**src/sv/u8d_pkg.sv**
```systemverilog
// Shared types and constants of the UTF-8 stream decoder.
package u8d_pkg;

   // Byte classes
   localparam logic [1:0] CLS_ASCII = 2'd0;
   localparam logic [1:0] CLS_CONT  = 2'd1;
   localparam logic [1:0] CLS_LEAD  = 2'd2;
   localparam logic [1:0] CLS_BAD   = 2'd3;

   // Error kinds
   localparam logic ERR_BAD_LEAD = 1'b0;
   localparam logic ERR_BROKEN   = 1'b1;

   // Class queue between front and back
   localparam int CQ_DEPTH = 4;
   localparam int CQ_PTR_W = $clog2(CQ_DEPTH);
   localparam int CQ_CNT_W = $clog2(CQ_DEPTH + 1);

   // Result queue
   localparam logic [1:0] RQ_DEPTH = 2'd2;

   typedef struct packed {
      logic [1:0] cls;
      logic [2:0] count;   // continuation bytes a lead opens
      logic [6:0] pay;     // payload bits of the byte
      logic [7:0] raw;
   } cls_rec_type;

   typedef struct packed {
      logic        empty;
      logic        full;
   } cq_status_type;

   typedef struct packed {
      logic [2:0]  rem;
      logic        part_zero;
   } bk_status_type;

   typedef struct packed {
      logic [30:0] value;
      logic        err;
      logic        kind;
      logic        last;
   } res_type;

endpackage

```
**src/sv/u8d_front.sv**
```systemverilog
// Front end: classifies each raw byte and extracts its payload bits.
module u8d_front (
   input  logic [7:0]          in_byte,
   output u8d_pkg::cls_rec_type rec
);
   import u8d_pkg::*;

   always_comb begin
      rec.raw   = in_byte;
      rec.cls   = CLS_BAD;
      rec.count = 3'd0;
      rec.pay   = 7'd0;
      case (in_byte) inside
         8'b0???????: begin
            rec.cls = CLS_ASCII;
            rec.pay = in_byte[6:0];
         end
         8'b10??????: begin
            rec.cls = CLS_CONT;
            rec.pay = {1'b0, in_byte[5:0]};
         end
         8'b110?????: begin
            rec.cls   = CLS_LEAD;
            rec.count = 3'd1;
            rec.pay   = {2'b00, in_byte[4:0]};
         end
         8'b1110????: begin
            rec.cls   = CLS_LEAD;
            rec.count = 3'd2;
            rec.pay   = {3'b000, in_byte[3:0]};
         end
         8'b11110???: begin
            rec.cls   = CLS_LEAD;
            rec.count = 3'd3;
            rec.pay   = {4'b0000, in_byte[2:0]};
         end
         8'b111110??: begin
            rec.cls   = CLS_LEAD;
            rec.count = 3'd4;
            rec.pay   = {5'b00000, in_byte[1:0]};
         end
         8'b1111110?: begin
            rec.cls   = CLS_LEAD;
            rec.count = 3'd5;
            rec.pay   = {6'b000000, in_byte[0]};
         end
         default: begin
            rec.cls = CLS_BAD;   // 0xFE, 0xFF
         end
      endcase
   end

endmodule

```
**src/sv/u8d_cls_fifo.sv**
```systemverilog
// Short queue of classified bytes between front and back.
module u8d_cls_fifo (
   input  logic                   clock,
   input  logic                   reset,
   input  logic                   push,
   input  u8d_pkg::cls_rec_type   rec_in,
   input  logic                   pop,
   output u8d_pkg::cls_rec_type   rec_out,
   output u8d_pkg::cq_status_type status
);
   import u8d_pkg::*;

   cls_rec_type         mem [CQ_DEPTH];
   logic [CQ_PTR_W-1:0] wr_ptr_ff, wr_ptr_in;
   logic [CQ_PTR_W-1:0] rd_ptr_ff, rd_ptr_in;
   logic [CQ_CNT_W-1:0] cnt_ff, cnt_in;
   logic                do_push, do_pop;

   assign status.empty = (cnt_ff == '0);
   assign status.full  = (cnt_ff == CQ_CNT_W'(CQ_DEPTH));
   assign do_push      = push && !status.full;
   assign do_pop       = pop && !status.empty;
   assign rec_out      = mem[rd_ptr_ff];

   always_comb begin
      wr_ptr_in = do_push ? wr_ptr_ff + 1'b1 : wr_ptr_ff;
      rd_ptr_in = do_pop  ? rd_ptr_ff + 1'b1 : rd_ptr_ff;
      cnt_in    = cnt_ff;
      case ({do_push, do_pop})
         2'b10:   cnt_in = cnt_ff + 1'b1;
         2'b01:   cnt_in = cnt_ff - 1'b1;
         default: cnt_in = cnt_ff;
      endcase
   end

   always_ff @(posedge clock) begin
      if (reset) begin
         wr_ptr_ff <= '0;
         rd_ptr_ff <= '0;
         cnt_ff    <= '0;
      end else begin
         wr_ptr_ff <= wr_ptr_in;
         rd_ptr_ff <= rd_ptr_in;
         cnt_ff    <= cnt_in;
      end
   end

   always_ff @(posedge clock) begin
      if (do_push) begin
         mem[wr_ptr_ff] <= rec_in;
      end
   end

endmodule

```
**src/sv/u8d_back.sv**
```systemverilog
// Back end: sequence state, result generation and the result queue.
module u8d_back (
   input  logic                   clock,
   input  logic                   reset,
   input  u8d_pkg::cls_rec_type   rec,
   input  logic                   rec_valid,
   output logic                   rec_take,
   input  logic                   rsp_pop,
   output logic                   rsp_empty,
   output u8d_pkg::res_type       rsp,
   output u8d_pkg::bk_status_type status
);
   import u8d_pkg::*;

   logic [2:0]  rem_ff, rem_in;
   logic [30:0] part_ff, part_in;
   logic [30:0] part_shift;
   res_type     res;
   logic        wr;

   res_type     rq_mem [2];
   logic        rq_wr_ff, rq_wr_in;
   logic        rq_rd_ff, rq_rd_in;
   logic [1:0]  rq_cnt_ff, rq_cnt_in;
   logic        pop_ok, space;

   assign pop_ok     = rsp_pop && (rq_cnt_ff != 2'd0);
   assign space      = (rq_cnt_ff != RQ_DEPTH) || pop_ok;
   assign part_shift = {part_ff[24:0], rec.pay[5:0]};

   always_comb begin
      rem_in   = rem_ff;
      part_in  = part_ff;
      rec_take = 1'b0;
      wr       = 1'b0;
      res      = '0;
      if (rec_valid && space) begin
         if (rem_ff == 3'd0) begin
            rec_take = 1'b1;
            case (rec.cls)
               CLS_ASCII: begin
                  wr        = 1'b1;
                  res.value = {24'd0, rec.pay};
                  res.last  = 1'b1;
               end
               CLS_LEAD: begin
                  rem_in  = rec.count;
                  part_in = {24'd0, rec.pay};
               end
               default: begin
                  wr        = 1'b1;
                  res.value = {23'd0, rec.raw};
                  res.err   = 1'b1;
                  res.kind  = ERR_BAD_LEAD;
                  res.last  = 1'b1;
               end
            endcase
         end else if (rec.cls == CLS_CONT) begin
            rec_take = 1'b1;
            rem_in   = rem_ff - 1'b1;
            if (rem_ff == 3'd1) begin
               wr        = 1'b1;
               res.value = part_shift;
               res.last  = 1'b1;
               part_in   = '0;
            end else begin
               part_in = part_shift;
            end
         end else begin
            // broken sequence: report, drop the partial value, keep the byte to replay it as a lead
            wr        = 1'b1;
            res.value = part_ff;
            res.err   = 1'b1;
            res.kind  = ERR_BROKEN;
            res.last  = (rec.cls == CLS_LEAD);
            rem_in    = 3'd0;
            part_in   = '0;
         end
      end
   end

   always_comb begin
      rq_wr_in  = wr     ? ~rq_wr_ff : rq_wr_ff;
      rq_rd_in  = pop_ok ? ~rq_rd_ff : rq_rd_ff;
      case ({wr, pop_ok})
         2'b10:   rq_cnt_in = rq_cnt_ff + 1'b1;
         2'b01:   rq_cnt_in = rq_cnt_ff - 1'b1;
         default: rq_cnt_in = rq_cnt_ff;
      endcase
   end

   always_ff @(posedge clock) begin
      if (reset) begin
         rem_ff    <= '0;
         part_ff   <= '0;
         rq_wr_ff  <= 1'b0;
         rq_rd_ff  <= 1'b0;
         rq_cnt_ff <= '0;
      end else begin
         rem_ff    <= rem_in;
         part_ff   <= part_in;
         rq_wr_ff  <= rq_wr_in;
         rq_rd_ff  <= rq_rd_in;
         rq_cnt_ff <= rq_cnt_in;
      end
   end

   always_ff @(posedge clock) begin
      if (wr) begin
         rq_mem[rq_wr_ff] <= res;
      end
   end

   assign rsp_empty        = (rq_cnt_ff == 2'd0);
   assign rsp              = rq_mem[rq_rd_ff];
   assign status.rem       = rem_ff;
   assign status.part_zero = (part_ff == '0);

endmodule

```
**src/sv/utf8_stream_decoder.sv**
```systemverilog
// Top level of the UTF-8 stream decoder (legacy 5- and 6-byte forms included).
//
// Usage:
//   Input is a queue write port: drive req_in_byte and raise req_push; the
//   beat is taken at a clock edge where req_full is low. Results come out of
//   a queue read port: while rsp_empty is low the oldest result sits on the
//   rsp_ fields, and raising rsp_pop takes it at the next edge.
//   Each result carries a 31-bit value, an error flag, an error kind (invalid
//   lead or broken sequence) and last_of_run, set on the final result a byte
//   causes. A lead byte that opens a sequence gives no result.
// Path: the back end decodes the byte that completes a result while it is the
//   class queue head, and registers the result into the result queue, whose
//   head sits on the rsp_ ports.
// Throughput: one byte per cycle while the result queue has room. A byte that
//   breaks a sequence holds the back end, as it is handled again as a lead
//   byte; the front keeps taking beats meanwhile until the class queue fills.
// Stall: when rsp_pop stays low, the two-entry result queue and then the
//   four-entry class queue fill, and req_full rises; nothing is dropped.
// Reset (reset, synchronous, active high) empties both queues and closes any
//   open sequence.
module utf8_stream_decoder (
   input  logic        clock,
   input  logic        reset,
   input  logic        req_push,
   output logic        req_full,
   input  logic [7:0]  req_in_byte,
   output logic        rsp_empty,
   input  logic        rsp_pop,
   output logic [30:0] rsp_code_value,
   output logic        rsp_is_error,
   output logic        rsp_error_kind,
   output logic        rsp_last_of_run
);
   import u8d_pkg::*;

   cls_rec_type   front_rec;
   cls_rec_type   head_rec;
   cq_status_type cq_status;
   bk_status_type bk_status;
   logic          head_take;
   res_type       rsp;

   // classify the incoming byte
   u8d_front u_front (
      .in_byte (req_in_byte),
      .rec     (front_rec)
   );

   // decouples the byte side from the result side
   u8d_cls_fifo u_cls_fifo (
      .clock   (clock),
      .reset   (reset),
      .push    (req_push),
      .rec_in  (front_rec),
      .pop     (head_take),
      .rec_out (head_rec),
      .status  (cq_status)
   );

   // decode state and result queue
   u8d_back u_back (
      .clock     (clock),
      .reset     (reset),
      .rec       (head_rec),
      .rec_valid (!cq_status.empty),
      .rec_take  (head_take),
      .rsp_pop   (rsp_pop),
      .rsp_empty (rsp_empty),
      .rsp       (rsp),
      .status    (bk_status)
   );

   assign req_full        = cq_status.full;
   assign rsp_code_value  = rsp.value;
   assign rsp_is_error    = rsp.err;
   assign rsp_error_kind  = rsp.kind;
   assign rsp_last_of_run = rsp.last;

   // no open sequence means no leftover partial value
   a_idle_part_clear: assert property (@(posedge clock) disable iff (reset)
      (bk_status.rem == 3'd0) |-> bk_status.part_zero)
      else $error("partial value left with no sequence open");

   // the longest lead opens five continuation bytes
   a_rem_range: assert property (@(posedge clock) disable iff (reset)
      bk_status.rem <= 3'd5)
      else $error("continuation count out of range");

   // a broken-sequence kind only appears on error results
   a_kind_err: assert property (@(posedge clock) disable iff (reset)
      (!rsp_empty && rsp_error_kind) |-> rsp_is_error)
      else $error("error kind set on a non-error result");

   // the back end takes nothing from an empty class queue
   a_take_valid: assert property (@(posedge clock) disable iff (reset)
      head_take |-> !cq_status.empty)
      else $error("class queue popped while empty");

endmodule

```
**config.mk**
```make
export PLATFORM = sky130hd
export DESIGN_NAME = utf8_stream_decoder
export DESIGN_NICKNAME = d
export VERILOG_FILES = /design/src/sv/u8d_pkg.sv /design/src/sv/u8d_front.sv /design/src/sv/u8d_cls_fifo.sv /design/src/sv/u8d_back.sv /design/src/sv/utf8_stream_decoder.sv
export SDC_FILE = /design/constraint.sdc
export NUM_CORES = 1
export LEC_CHECK = 0
export BUFFER_PORTS_ARGS = -buffer_cell sky130_fd_sc_hd__buf_2
export CAP_MARGIN = 10
export CORE_MARGIN = 1.5
export CORE_UTILIZATION = 60
export DETAILED_ROUTE_END_ITERATION = 10
export GPL_TIMING_DRIVEN = 0
export PLACE_DENSITY = 0.86
export SETUP_SLACK_MARGIN = 0.3
export SKIP_LAST_GASP = 1
export SYNTH_ARGS = -nofsm -noshare
export SYNTH_HDL_FRONTEND = slang
export SYNTH_HIERARCHICAL = 1
export SYNTH_SLANG_ARGS = --single-unit
```
**constraint.sdc**
```tcl
create_clock -name clock -period 4.2 [get_ports clock]
set_clock_uncertainty 0.15 [all_clocks]
set_input_delay 0.84 -clock clock [delete_from_list [all_inputs] [get_ports clock]]
set_output_delay 0.84 -clock clock [all_outputs]
set_load 0.02 [all_outputs]
```
==> impl_metrics.csv <==
group,metric,value,unit
detailed_routing,routed_wl,16300,um
clock_tree,cts_root_buffer,"clkbuf_16",
cells_and_area,area_growth,12.9,%
clock_tree,cts_tree,"yes",
power_and_ir_drop,leakage,3.15,nW
outcome,status,"finished clean",
detailed_routing,via_count,5133,
hold_path,hold_path_depth,2,
synth,syn_nets,610,
hold_path,min_path_type,"register to register",
cells_and_area,utilization,69.8,%
clock_tree,clkLatencyLatePin,430,ps
placed_design,dp_hpwl,10800,um
grt,grt_start_max_net_pins,35,
cells_and_area,fillers,891,
detailed_routing,drc,0,
synth,syn_avg_cell_area,14.0,um2
synth,synth_area,0.00826,mm2
clock_tree,cts.sinks,196,
clock_tree,cts-buffers-inserted,17,
die,core.rowCount,42,
setup_path,critical_path_arrival,3920,ps
sta,hold_violations,0,
sta,max_slew.worst_pin.slew,1090,ps
clock_tree,postCtsSetupBuffers,0,
setup_path,endpoint_kind,"register",
cells_and_area,diodes,0,
setup_path,path_class,"register to register",
sta,finalSetupViolations,0,
die,die_w,120,um
power_and_ir_drop,total_power,6.82,mW
sta,max_clock_freq,0.269,GHz
clock_tree,cts_htree_levels,4,
placed_design,gp_congestion,0.912,
flow_run,max-cap-violations,0,
die,die_area,0.0145,mm2
detailed_routing,drt_pre_antenna_iters,5,
sta,fin_crit,3710,ps
grt,grt_usage,23.8,%
setup_path,worst_r2r_path_depth,14,
sta,max_slew_margin,27.6,%
clock_tree,cts_buffer_depth,2,
setup_path,start_kind,"register",
placed_design,port_buffers,47,
die,pin_count,48,
die,die_h,120,um
clock_tree,cts_resized,1,
die,start_util,61.8,%
sta,period_share,88.4,%
cells_and_area,nets,676,
synth,yosys_warnings,6,
grt,grt_pass1_wl,25900,um
clock_tree,ctsHoldBuffers,0,
cells_and_area,instances_no_fill,843,
grt,grt-ovfl-total,0,
power_and_ir_drop,powerDensity,732,mW/mm2
grt,antenna_found_initial,0,
setup_path,required,4410,ps
cells_and_area,layout-drive-gt1-share,25.2,%
synth,syn_inst,588,
sta,drv_slew,0,
placed_design,dp_cells,811,
die,core_area,0.0133,mm2
detailed_routing,drt-initial-drc-count,450,
grt,grt_pass1_vias,5027,
setup_path,cp_max_fo,10,
detailed_routing,wl_per_cell,19.4,um
sta,rsz0062_at_grt,"false",
detailed_routing,viasPerCell,6.09,
power_and_ir_drop,max-vdd-ir-drop,341,uV
clock_tree,cts.clk_slew.worst_paths,70,ps
detailed_routing,detail-route-antenna-nets,0,
## registers in the layout, indices dropped and copies added, names as in the netlist, named ones only
signal and count:
u_cls_fifo/cnt_ff 3, u_cls_fifo/rd_ptr_ff 2, u_back/rq_cnt_ff 2, u_back/rq_mem 68, u_cls_fifo/wr_ptr_ff 2, u_back/rem_ff 3, u_cls_fifo/mem 80, u_back/rq_wr_ff 1
u_back/part_ff 31, u_back/rq_rd_ff 1
## critical path: stages, from the launching register on
cell and delay (ps):
dfxtp_1 350, buf_4 240, mux4_2 610, nand2b_1 170, buf_2 170, clkbuf_2 230
a21oi_2 240, o31ai_2 110, inv_1 70, ha_1 180, inv_1 70, fa_1 370
xor2_1 170, or3_1 310, a21oi_1 170
## metal layers
metal	vias up	routed length [um]	global-route usage, %
li1	2342	-	-
met3	39	890	4.34
met2	216	8630	41.1
met4	0	427	11.0
met5	-	0	0
met1	2536	6380	29.2
## final timing paths
| path | from | to | slack [ps] |
|---|---|---|---|
| worst max-delay path | register | u_cls_fifo/cnt_ff[2]$_SDFFE_PP0P_ | 490 |
| worst min-delay path | u_back/part_ff[29]$_SDFFE_PP0P_ | u_back/part_ff[29]$_SDFFE_PP0P_ | 340 |
| worst max register to register | register | u_cls_fifo/cnt_ff[2]$_SDFFE_PP0P_ | 490 |
| worst min register to register | u_back/part_ff[29]$_SDFFE_PP0P_ | u_back/part_ff[29]$_SDFFE_PP0P_ | 340 |
## cell usage in the layout, fill, tap and decap left out, types with 19 or more instances in the layout
| master | n |
|---|---|
| clkbuf_16 | 19 |
| buf_2 | 53 |
| dfxtp_1 | 48 |
| nand2b_1 | 30 |
| edfxtp_1 | 148 |
| nor2_1 | 21 |
| a21oi_1 | 26 |
| nand2_1 | 30 |
| mux2_2 | 34 |
| o21ai_0 | 29 |
| mux4_2 | 20 |
| nand3_1 | 34 |
## report_power, final
group	internal [mW]	total (mW)	switching [mW]
clock	0.907	1.57	0.668
sequential	2.57	2.72	0.144
combinational	0.895	2.53	1.64
total	4.37	6.82	2.45
## area by class of cell
cell class | instances | area [um2] | area share [%]
Sequential cell | 196 | 5410 | 58.0
Multi-Input combinational cell | 333 | 2580 | 27.7
Clock buffer | 22 | 497 | 5.33
Timing Repair Buffer | 47 | 235 | 2.52
Buffer | 42 | 228 | 2.44
Tap cell | 176 | 220 | 2.36
Clock inverter | 10 | 93.8 | 1.01
Inverter | 17 | 63.8 | 0.684
## metrics by stage
step | TNS (ps) | cell area (um2) | worst slack (ps) | hold WS (ps)
4_1_cts | 0 | 9320 | 381 | 337
6_report | 0 | 9320 | 486 | 337
3_3_place_gp | -23290 | 8710 | -349 | 310
5_1_grt | 0 | 9320 | 310 | 356
2_1_floorplan | 0 | 8260 | 480 | 299
3_5_place_dp | 0 | 8730 | 363 | 326
Power figures use the tool's default switching activity.
